File: config.mk
export PLATFORM = sky130hd
export DESIGN_NAME = xpbd_target_constraint_solve_core
export DESIGN_NICKNAME = d
export VERILOG_FILES = /design/src/sv/xtcs_pkg.sv /design/src/sv/xtcs_ctrl.sv /design/src/sv/xtcs_dp.sv /design/src/sv/xpbd_target_constraint_solve_core.sv
export SDC_FILE = /design/constraint.sdc
export NUM_CORES = 2
export LEC_CHECK = 0
export BUFFER_PORTS_ARGS = -buffer_cell sky130_fd_sc_hd__buf_4
export CORE_MARGIN = 2
export CORE_UTILIZATION = 40
export CTS_BUF_LIST = sky130_fd_sc_hd__clkbuf_2 sky130_fd_sc_hd__clkbuf_4 sky130_fd_sc_hd__clkbuf_8
export DETAILED_ROUTE_END_ITERATION = 8
export MAX_ROUTING_LAYER = met4
export SLEW_MARGIN = 20
export SYNTH_ARGS = -nofsm -noshare
export SYNTH_HDL_FRONTEND = slang
export SYNTH_SLANG_ARGS = --single-unit
export TNS_END_PERCENT = 20
File: constraint.sdc
create_clock -name clk -period 12.5 [get_ports clk]
set_input_delay 0.625 -clock clk [delete_from_list [all_inputs] [get_ports clk]]
set_output_delay 0.625 -clock clk [all_outputs]
set_load 0.05 [all_outputs]
File: src/sv/xtcs_pkg.sv
`default_nettype none

package xtcs_pkg;

  // number of solved axes
  localparam int AXES   = 3;
  localparam int AXIS_W = (AXES > 1) ? $clog2(AXES) : 1;

  // configuration port
  localparam int CFG_IDX_W  = 3;
  localparam int CFG_DATA_W = 32;

  localparam logic [CFG_IDX_W-1:0] REG_TARGET_X   = 3'd0;
  localparam logic [CFG_IDX_W-1:0] REG_TARGET_Y   = 3'd1;
  localparam logic [CFG_IDX_W-1:0] REG_TARGET_Z   = 3'd2;
  localparam logic [CFG_IDX_W-1:0] REG_COMPLIANCE = 3'd3;
  localparam logic [CFG_IDX_W-1:0] REG_TIME_STEP  = 3'd4;

  // divider and multiplier sequencing
  localparam int DIV_W   = 97;
  localparam int CNT_W   = 7;
  localparam logic [CNT_W-1:0] ALPHA_DIV_LAST = 7'd63;
  localparam logic [CNT_W-1:0] AXIS_DIV_LAST  = 7'd96;
  localparam logic [CNT_W-1:0] MUL_LAST       = 7'd2;

  typedef enum logic [3:0] {
    S_IDLE, S_DTSQ, S_ADIV_LD, S_ADIV, S_ALPHA, S_CHK, S_AMUL,
    S_NUM, S_DIV, S_DELTA, S_CMUL, S_CORR, S_DONE
  } state_t;

  typedef enum logic [1:0] {MUL_DT, MUL_ALPHA, MUL_WEIGHT} mul_sel_t;

  typedef struct packed {
    logic              load_item;
    logic              mul_en;
    mul_sel_t          mul_sel;
    logic [1:0]        mul_chunk;
    logic              div_load_alpha;
    logic              div_load_axis;
    logic              div_step;
    logic              alpha_store;
    logic              set_skip;
    logic              delta_store;
    logic              corr_store;
    logic              out_load;
    logic [AXIS_W-1:0] axis;
  } cmd_t;

  typedef struct packed {
    logic skip;
    logic denom_zero;
  } stat_t;

endpackage

`default_nettype wire

File: src/sv/xtcs_ctrl.sv
`default_nettype none

module xtcs_ctrl import xtcs_pkg::*; (
  input  wire logic  clk,
  input  wire logic  rst,
  input  wire logic  in_valid,
  output logic       in_ready,
  output logic       out_valid,
  input  wire logic  out_ready,
  input  wire stat_t stat,
  output cmd_t       cmd
);

  state_t            state, state_next;
  logic [CNT_W-1:0]  cnt;
  logic [AXIS_W-1:0] axis, axis_next;
  logic              out_free;

  assign out_free = !out_valid || out_ready;
  assign in_ready = (state == S_IDLE);

  // next state
  always_comb begin
    state_next = state;
    axis_next  = axis;
    unique case (state)
      S_IDLE:    if (in_valid) state_next = S_DTSQ;
      S_DTSQ:    state_next = stat.skip ? S_DONE : S_ADIV_LD;
      S_ADIV_LD: state_next = S_ADIV;
      S_ADIV:    if (cnt == ALPHA_DIV_LAST) state_next = S_ALPHA;
      S_ALPHA:   state_next = S_CHK;
      S_CHK: begin
        axis_next  = '0;
        state_next = stat.denom_zero ? S_DONE : S_AMUL;
      end
      S_AMUL:    if (cnt == MUL_LAST) state_next = S_NUM;
      S_NUM:     state_next = S_DIV;
      S_DIV:     if (cnt == AXIS_DIV_LAST) state_next = S_DELTA;
      S_DELTA:   state_next = S_CMUL;
      S_CMUL:    if (cnt == MUL_LAST) state_next = S_CORR;
      S_CORR: begin
        if (axis == AXIS_W'(AXES - 1)) begin
          state_next = S_DONE;
        end else begin
          axis_next  = axis + 1'b1;
          state_next = S_AMUL;
        end
      end
      S_DONE:    if (out_free) state_next = S_IDLE;
      default:   state_next = S_IDLE;
    endcase
  end

  // datapath commands
  always_comb begin
    cmd           = '0;
    cmd.mul_sel   = MUL_DT;
    cmd.axis      = axis;
    cmd.mul_chunk = cnt[1:0];
    unique case (state)
      S_IDLE:    cmd.load_item = in_valid;
      S_DTSQ: begin
        cmd.mul_en    = 1'b1;
        cmd.mul_sel   = MUL_DT;
        cmd.mul_chunk = 2'd0;
      end
      S_ADIV_LD: cmd.div_load_alpha = 1'b1;
      S_ADIV:    cmd.div_step = 1'b1;
      S_ALPHA:   cmd.alpha_store = 1'b1;
      S_CHK:     cmd.set_skip = stat.denom_zero;
      S_AMUL: begin
        cmd.mul_en  = 1'b1;
        cmd.mul_sel = MUL_ALPHA;
      end
      S_NUM:     cmd.div_load_axis = 1'b1;
      S_DIV:     cmd.div_step = 1'b1;
      S_DELTA:   cmd.delta_store = 1'b1;
      S_CMUL: begin
        cmd.mul_en  = 1'b1;
        cmd.mul_sel = MUL_WEIGHT;
      end
      S_CORR:    cmd.corr_store = 1'b1;
      S_DONE:    cmd.out_load = out_free;
      default: ;
    endcase
  end

  // state, counters and output valid
  always_ff @(posedge clk) begin
    if (rst) begin
      state     <= S_IDLE;
      cnt       <= '0;
      axis      <= '0;
      out_valid <= 1'b0;
    end else begin
      state <= state_next;
      axis  <= axis_next;
      cnt   <= (state_next != state) ? '0 : cnt + 1'b1;
      if (cmd.out_load) out_valid <= 1'b1;
      else if (out_ready) out_valid <= 1'b0;
    end
  end

endmodule

`default_nettype wire

File: src/sv/xtcs_dp.sv
`default_nettype none

module xtcs_dp import xtcs_pkg::*; (
  input  wire logic                  clk,
  input  wire logic                  rst,
  input  wire logic                  cfg_we,
  input  wire logic [CFG_IDX_W-1:0]  cfg_index,
  input  wire logic [CFG_DATA_W-1:0] cfg_data,
  input  wire logic                  req_type,
  input  wire logic [31:0]           pos_x,
  input  wire logic [31:0]           pos_y,
  input  wire logic [31:0]           pos_z,
  input  wire logic [31:0]           inv_mass,
  input  wire cmd_t                  cmd,
  output stat_t                      stat,
  output logic [31:0]                new_x,
  output logic [31:0]                new_y,
  output logic [31:0]                new_z,
  output logic                       skipped
);

  // configuration
  logic [31:0] tgt [3];
  logic [31:0] compliance;
  logic [15:0] time_step;

  // item and solver state
  logic [31:0]        pos [3];
  logic [31:0]        weight;
  logic               skip;
  logic [47:0]        alpha;
  logic [48:0]        denom;
  logic signed [47:0] lam [AXES];
  logic [95:0]        acc;
  logic [DIV_W-1:0]   dv_num;
  logic [48:0]        dv_rem;
  logic [48:0]        dv_d;
  logic               dneg;
  logic [47:0]        mag;

  // combinational helpers
  logic signed [47:0] lam_cur;
  logic [47:0]        lam_mag;
  logic [47:0]        mul_a;
  logic [15:0]        mul_b;
  logic [63:0]        pp;
  logic [95:0]        pp_shift;
  logic [49:0]        trial;
  logic               ge;
  logic [47:0]        alpha_q;
  logic signed [32:0] diff;
  logic signed [96:0] prod_s;
  logic signed [96:0] numv;
  logic [47:0]        limit;
  logic [47:0]        mag_v;
  logic signed [48:0] delta;
  logic signed [49:0] lam_sum;
  logic signed [47:0] lam_sat;
  logic [63:0]        cmag;
  logic [33:0]        cm;
  logic signed [35:0] res;
  logic [31:0]        res_sat;

  assign stat.skip       = skip;
  assign stat.denom_zero = (denom == '0);

  assign lam_cur = lam[cmd.axis];
  assign lam_mag = lam_cur[47] ? 48'(-lam_cur) : 48'(lam_cur);

  // shared 48x16 multiplier operand select
  always_comb begin
    mul_a = '0;
    mul_b = '0;
    unique case (cmd.mul_sel)
      MUL_DT: begin
        mul_a = {32'd0, time_step};
        mul_b = time_step;
      end
      MUL_ALPHA: begin
        mul_a = alpha;
        case (cmd.mul_chunk)
          2'd0:    mul_b = lam_mag[15:0];
          2'd1:    mul_b = lam_mag[31:16];
          default: mul_b = lam_mag[47:32];
        endcase
      end
      MUL_WEIGHT: begin
        mul_a = {16'd0, weight};
        case (cmd.mul_chunk)
          2'd0:    mul_b = mag[15:0];
          2'd1:    mul_b = mag[31:16];
          default: mul_b = mag[47:32];
        endcase
      end
      default: ;
    endcase
  end

  assign pp = mul_a * mul_b;

  always_comb begin
    case (cmd.mul_chunk)
      2'd0:    pp_shift = {32'd0, pp};
      2'd1:    pp_shift = {16'd0, pp, 16'd0};
      default: pp_shift = {pp, 32'd0};
    endcase
  end

  // restoring divider step
  assign trial = {dv_rem, dv_num[DIV_W-1]};
  assign ge    = (trial >= {1'b0, dv_d});

  // alpha from quotient, saturated to 48 bits
  assign alpha_q = (dv_num[63:48] != '0) ? '1 : dv_num[47:0];

  // numerator of the current axis
  assign diff   = 33'(signed'(pos[cmd.axis])) - 33'(signed'(tgt[cmd.axis]));
  assign prod_s = lam_cur[47] ? -signed'({2'b0, acc[94:0]}) : signed'({2'b0, acc[94:0]});
  assign numv   = (97'(diff) <<< 16) + prod_s;

  // delta and multiplier update
  assign limit   = dneg ? 48'h8000_0000_0000 : 48'h7FFF_FFFF_FFFF;
  assign mag_v   = (dv_num > {49'd0, limit}) ? limit : dv_num[47:0];
  assign delta   = dneg ? -signed'({1'b0, mag_v}) : signed'({1'b0, mag_v});
  assign lam_sum = 50'(lam_cur) + 50'(delta);
  always_comb begin
    if (lam_sum > 50'sh0_7FFF_FFFF_FFFF) lam_sat = 48'sh7FFF_FFFF_FFFF;
    else if (lam_sum < -50'sh0_8000_0000_0000) lam_sat = 48'sh8000_0000_0000;
    else lam_sat = lam_sum[47:0];
  end

  // position correction
  assign cmag = acc[79:16];
  assign cm   = (cmag > 64'h2_0000_0000) ? 34'h2_0000_0000 : cmag[33:0];
  assign res  = dneg ? 36'(signed'(pos[cmd.axis])) - signed'({2'b0, cm})
                     : 36'(signed'(pos[cmd.axis])) + signed'({2'b0, cm});
  always_comb begin
    if (res > 36'sh0_7FFF_FFFF) res_sat = 32'h7FFF_FFFF;
    else if (res < -36'sh0_8000_0000) res_sat = 32'h8000_0000;
    else res_sat = res[31:0];
  end

  // configuration registers
  always_ff @(posedge clk) begin
    if (rst) begin
      tgt[0]     <= '0;
      tgt[1]     <= '0;
      tgt[2]     <= '0;
      compliance <= '0;
      time_step  <= 16'd1;
    end else if (cfg_we) begin
      unique case (cfg_index)
        REG_TARGET_X:   tgt[0] <= cfg_data;
        REG_TARGET_Y:   tgt[1] <= cfg_data;
        REG_TARGET_Z:   tgt[2] <= cfg_data;
        REG_COMPLIANCE: compliance <= cfg_data;
        REG_TIME_STEP:  time_step <= cfg_data[15:0];
        default: ;
      endcase
    end
  end

  // kept multipliers
  always_ff @(posedge clk) begin
    if (rst) begin
      for (int i = 0; i < AXES; i++) lam[i] <= '0;
    end else if (cmd.load_item && req_type) begin
      for (int i = 0; i < AXES; i++) lam[i] <= '0;
    end else if (cmd.delta_store) begin
      lam[cmd.axis] <= lam_sat;
    end
  end

  // solver payload
  always_ff @(posedge clk) begin
    if (cmd.load_item) begin
      pos[0] <= pos_x;
      pos[1] <= pos_y;
      pos[2] <= pos_z;
      weight <= inv_mass;
      skip   <= req_type || (time_step == '0);
      denom  <= '0;
    end
    if (cmd.set_skip) skip <= 1'b1;
    if (cmd.mul_en) acc <= ((cmd.mul_chunk == 2'd0) ? 96'd0 : acc) + pp_shift;
    if (cmd.div_load_alpha) begin
      dv_num <= {compliance, 65'd0};
      dv_rem <= '0;
      dv_d   <= {17'd0, acc[31:0]};
    end
    if (cmd.div_load_axis) begin
      dv_num <= numv[96] ? 97'(-numv) : 97'(numv);
      dv_rem <= '0;
      dv_d   <= denom;
      dneg   <= !numv[96];
    end
    if (cmd.div_step) begin
      dv_rem <= ge ? 49'(trial - {1'b0, dv_d}) : trial[48:0];
      dv_num <= {dv_num[DIV_W-2:0], ge};
    end
    if (cmd.alpha_store) begin
      alpha <= alpha_q;
      denom <= {17'd0, weight} + {1'b0, alpha_q};
    end
    if (cmd.delta_store) mag <= mag_v;
    if (cmd.corr_store) pos[cmd.axis] <= res_sat;
    if (cmd.out_load) begin
      new_x   <= pos[0];
      new_y   <= pos[1];
      new_z   <= pos[2];
      skipped <= skip;
    end
  end

endmodule

`default_nettype wire

File: src/sv/xpbd_target_constraint_solve_core.sv
// channel  dir  tdata (low bit up)                         tuser
// s_axis   in   pos_x, pos_y, pos_z, inv_mass (128 bits)   req_type
// m_axis   out  new_x, new_y, new_z (96 bits)               skipped
// cfg      in   cfg_we, cfg_index, cfg_data (plain writes)
//
// one item at a time; the solve time is set by the shared restoring divider
// (64 steps for alpha, 97 per axis)
// a clear item or a zero time step skips the divider and goes straight to the result
// rst is synchronous: zero targets and compliance, unit time step, multipliers cleared
// the result waits in an output register; a new item is taken while it stalls
`default_nettype none

module xpbd_target_constraint_solve_core import xtcs_pkg::*; (
  input  wire logic                  clk,
  input  wire logic                  rst,
  input  wire logic                  s_axis_tvalid,
  output logic                       s_axis_tready,
  input  wire logic [127:0]          s_axis_tdata,   // pos_x, pos_y, pos_z, inv_mass
  input  wire logic [0:0]            s_axis_tuser,   // req_type
  output logic                       m_axis_tvalid,
  input  wire logic                  m_axis_tready,
  output logic [95:0]                m_axis_tdata,   // new_x, new_y, new_z
  output logic [0:0]                 m_axis_tuser,   // skipped
  input  wire logic                  cfg_we,
  input  wire logic [CFG_IDX_W-1:0]  cfg_index,
  input  wire logic [CFG_DATA_W-1:0] cfg_data
);

  cmd_t  cmd;
  stat_t stat;

  // sequencer
  xtcs_ctrl u_ctrl (
    .clk       (clk),
    .rst       (rst),
    .in_valid  (s_axis_tvalid),
    .in_ready  (s_axis_tready),
    .out_valid (m_axis_tvalid),
    .out_ready (m_axis_tready),
    .stat      (stat),
    .cmd       (cmd)
  );

  // arithmetic
  xtcs_dp u_dp (
    .clk       (clk),
    .rst       (rst),
    .cfg_we    (cfg_we),
    .cfg_index (cfg_index),
    .cfg_data  (cfg_data),
    .req_type  (s_axis_tuser[0]),
    .pos_x     (s_axis_tdata[31:0]),
    .pos_y     (s_axis_tdata[63:32]),
    .pos_z     (s_axis_tdata[95:64]),
    .inv_mass  (s_axis_tdata[127:96]),
    .cmd       (cmd),
    .stat      (stat),
    .new_x     (m_axis_tdata[31:0]),
    .new_y     (m_axis_tdata[63:32]),
    .new_z     (m_axis_tdata[95:64]),
    .skipped   (m_axis_tuser[0])
  );

endmodule

`default_nettype wire

==> qor.csv <==
stage;metric;value;unit
die;core-area;243000;sq um
yosys;ys_ff_latch;1046;
clock_network;cts.clk_slew.worst_paths;0.06;ns
routing;highest_layer;met4;
yosys;synth-edff-count;981;
worst_hold_path;min_to;u_dp.pos[1][21];
routing;drt-pass1-iter-count;6;
die;dieArea;249000;sq um
layout;final_cell_mix;nand2_1 (1432), buf_4 (1396), edfxtp_1 (981), inv_1 (941), nor2_1 (782);
die;core.rowCount;181;
clock_network;clock_latency;1.04;ns
yosys;synth_largest_area_cell;edfxtp_1;
layout;finalInstanceArea;120000;sq um
layout;final_common_cell;nand2_1;
die;die_x;499;um
worst_hold_path;holdPathStages;3;
layout;drive_gt1_share;19.5;%
timing;layout_setup_ws;-0.789;ns
worst_setup_path;cp-start-kind;flop;
worst_setup_path;crit_fanout;7;
layout;num-fill-cells;22924;
power;p_clk_share;15.5;%
routing;via_per_inst;5.86;
timing;post-route-min-period;13.29;ns
routing;drt_iter0_drc;9995;
global_route;grt-ovfl-total;0;
routing;met3_length;34.1;mm
worst_setup_path;slowest_delay;0.56;ns
timing;relSlewSlack;16.8;%
placement;port-buffer-count;267;
timing;rsz0062_at_grt;yes;
worst_setup_path;cp.arrival;14.05;ns
routing;m1WireLength;179;mm
flow_run;cap_violations;0;
yosys;synthTopCellsByArea;edfxtp_1 (30%), fa_1 (13%), ha_1 (7.2%);
routing;drcViolationCount;0;
power;p_switching;11.4;mW
worst_setup_path;cp_top_family;compound AO/OA/AOI/OAI gates;
timing;setup_viol;43;
worst_setup_path;critPathKind;flop to flop;
power;switching_share;49.5;%
routing;wl;420;mm
timing;hold_viol;0;
timing;setup_tns;-20.70;ns
timing;fin_crit_sh;106;%
run_status;status;finished, violations left;
placement;dp_slack;-1.63;ns
worst_setup_path;worst-r2r-setup-slack;-0.79;ns
global_route;antenna_found_initial;34;
routing;num_vias;90471;
global_route;grt_start_max_net_pins;102;
worst_setup_path;endpoint_kind;flop;
yosys;avgSynthCellArea;9.08;sq um
placement;place_hpwl;334;mm
worst_setup_path;rr_endpoint;u_dp.acc[87];
power;ir_drop;0.308;mV
timing;maxSlewViolCount;0;
yosys;ys_seq_area_share;31.4;%
placement;place_inst;14826;
clock_network;cts_sinks;1046;
global_route;grt_pass1_vias;88492;
routing;met2WireLength;187;mm
worst_setup_path;crit_buf_inv;11;
power;leakagePower;51.0;nW
yosys;syn_area;98000;sq um
power;finalPower;23.0;mW
yosys;ys_async_sr_fraction;0;%
routing;wl_per_cell;27.2;um
global_route;grt_pass1_wl;604;mm
layout;stdcell_count;15443;
power;cellPowerDensity;192;nW/um^2
global_route;grt.total_usage;33.7;%
worst_hold_path;holdCritPathClass;primary input to flop;
placement;place_area;111000;sq um
power;cell_internal_pwr;11.6;mW
die;ioPinCount;268;
timing;timing_worst_slew_pin_value;1.24;ns
yosys;ys_warn_count;0;
die;start_util;40.3;%
routing;ant_nets;0;
timing;finalClockSkew;0.136;ns
clock_network;root_buffer;clkbuf_8;
yosys;netlist_instances;10802;
worst_setup_path;cp_slowest_cell;fa_2;
power;seqPwrFrac;23.9;%
layout;nNetsFinal;13454;
worst_setup_path;cp_common_cell;o21ai_2;
worst_setup_path;reg2regPathDepth;61;
yosys;ys_types;120;
clock_network;cts_tree;done;
clock_network;htreeDepth;4;
placement;gp_congestion;1.05;
worst_setup_path;required;13.26;ns
clock_network;numCtsBuffers;188;
die;dieHeight;499;um
yosys;yosysTopAreaCellShare;30.0;%
yosys;synth_ff_type;edfxtp_1;
timing;fmax;0.0752;GHz
layout;area.growth.synth_to_final;22.4;%
clock_network;cts.path.max_buffers;3;
yosys;synth_fp_nets;12186;
worst_hold_path;hp-start;s_axis_tdata[53];
run_status;failed_checks;negative setup slack;
power;combPwrFrac;60.6;%
## layout make-up
cell class	instances	area (sq um)	share of cell area, %
multi-input combinational	8198	63500	52.9
timing repair buffer	1663	14000	11.6
tap	3202	4010	3.34
sequential	1046	30800	25.6
inverter	973	3650	3.05
clock inverter	90	933	0.778
antenna	16	40.0	0.0334
clock buffer	255	3150	2.63
## how the worst max path moves through the flow
stage | start | end | slack (ns) | depth (start not counted)
final | flop | u_dp.acc[87] | -0.79 | 61
after global routing | flop | u_dp.acc[87] | -1.30 | 62
after CTS | flop | u_dp.acc[91] | -0.81 | 66
after detailed placement | flop | u_dp.acc[88] | -1.63 | 56
after global placement | flop | u_dp.acc[88] | -1.52 | 54
after floorplan | flop | u_dp.acc[87] | 0.007 | 56
## flip-flops by register name, summed over array words and instances (netlist names), 49 cells and up, named ones only
register / flops
u_dp.lam: 192
u_dp.pos: 128
u_dp.dv_num: 97
m_axis_tdata: 96
u_dp.tgt: 96
u_dp.acc: 95
u_dp.denom: 49
u_dp.dv_d: 49
u_dp.dv_rem: 49
## worst reg2reg max path: cells and delay by family, from the launching register on
family	cells	cell delay (ns)
AOI/OAI and AO/OA	27	4.39
adders and majority gates	8	3.58
and+or+nand+nor	11	2.30
buffers and inverters	11	1.30
xor gates and xnor gates	3	0.54
muxes	1	0.51
DFF	1	0.43
## synthesized netlist by cell type, types with 80 or more instances
master and n:
nor2_1 819, o21ai_0 685, xor2_1 292, inv_1 969, nor3_1 149, nand4_1 104, and2_1 256, nand2_1 1450
ha_1 566, and3_1 97, clkbuf_1 457, edfxtp_1 981, or3_1 95, nand3_1 142, a21o_1 285, a31oi_1 104
o21bai_1 80, a21oi_1 763, fa_1 649, nand2b_1 113, xnor2_1 349
## power groups by stage
stage | sequential (mW) | clock, mW | combinational [mW]
finish | 5.51 | 3.57 | 14.0
global route | 5.54 | 3.75 | 14.7
global placement | 5.52 | 0 | 13.2
detailed placement | 5.53 | 0 | 13.2
floorplan | 5.18 | 0 | 7.77
CTS | 5.47 | 3.61 | 13.4
## metrics by stage
stage               hold WS (ns)  util [%]
finish                    0.0937      49.3
detailed placement         0.428      45.7
global placement           0.423      45.7
global route              0.0559      49.3
CTS                      0.00753      48.6
floorplan                  0.421         -
## timing repair
item / CTS / global route
hold buffers: 161 / 0
gates resized for setup: 191 / 247
endpoints found under the setup margin: 64 / 88
endpoints found under the hold margin: 270 / 0
cloned: 4 / 6
pin swaps: 82 / 151
setup buffers: 41 / 52
## kinds of logic after synthesis
logic type | share of synthesized area, %
XOR/XNOR | 5.79
AO/OA/AOI/OAI | 16.8
adder cells (fa/ha/maj) | 20.5
buffers and inverters | 6.12
AND/OR/NAND/NOR | 16.7
flip-flops | 31.4
multiplexers | 2.74
## layer usage
metal	track usage [%]	vias up
met4	13.4	0
met5	-	-
li1	-	40296
met2	50.7	3947
met3	5.43	723
met1	45.5	45505
Note: power is estimated with default switching activity, not from simulation.
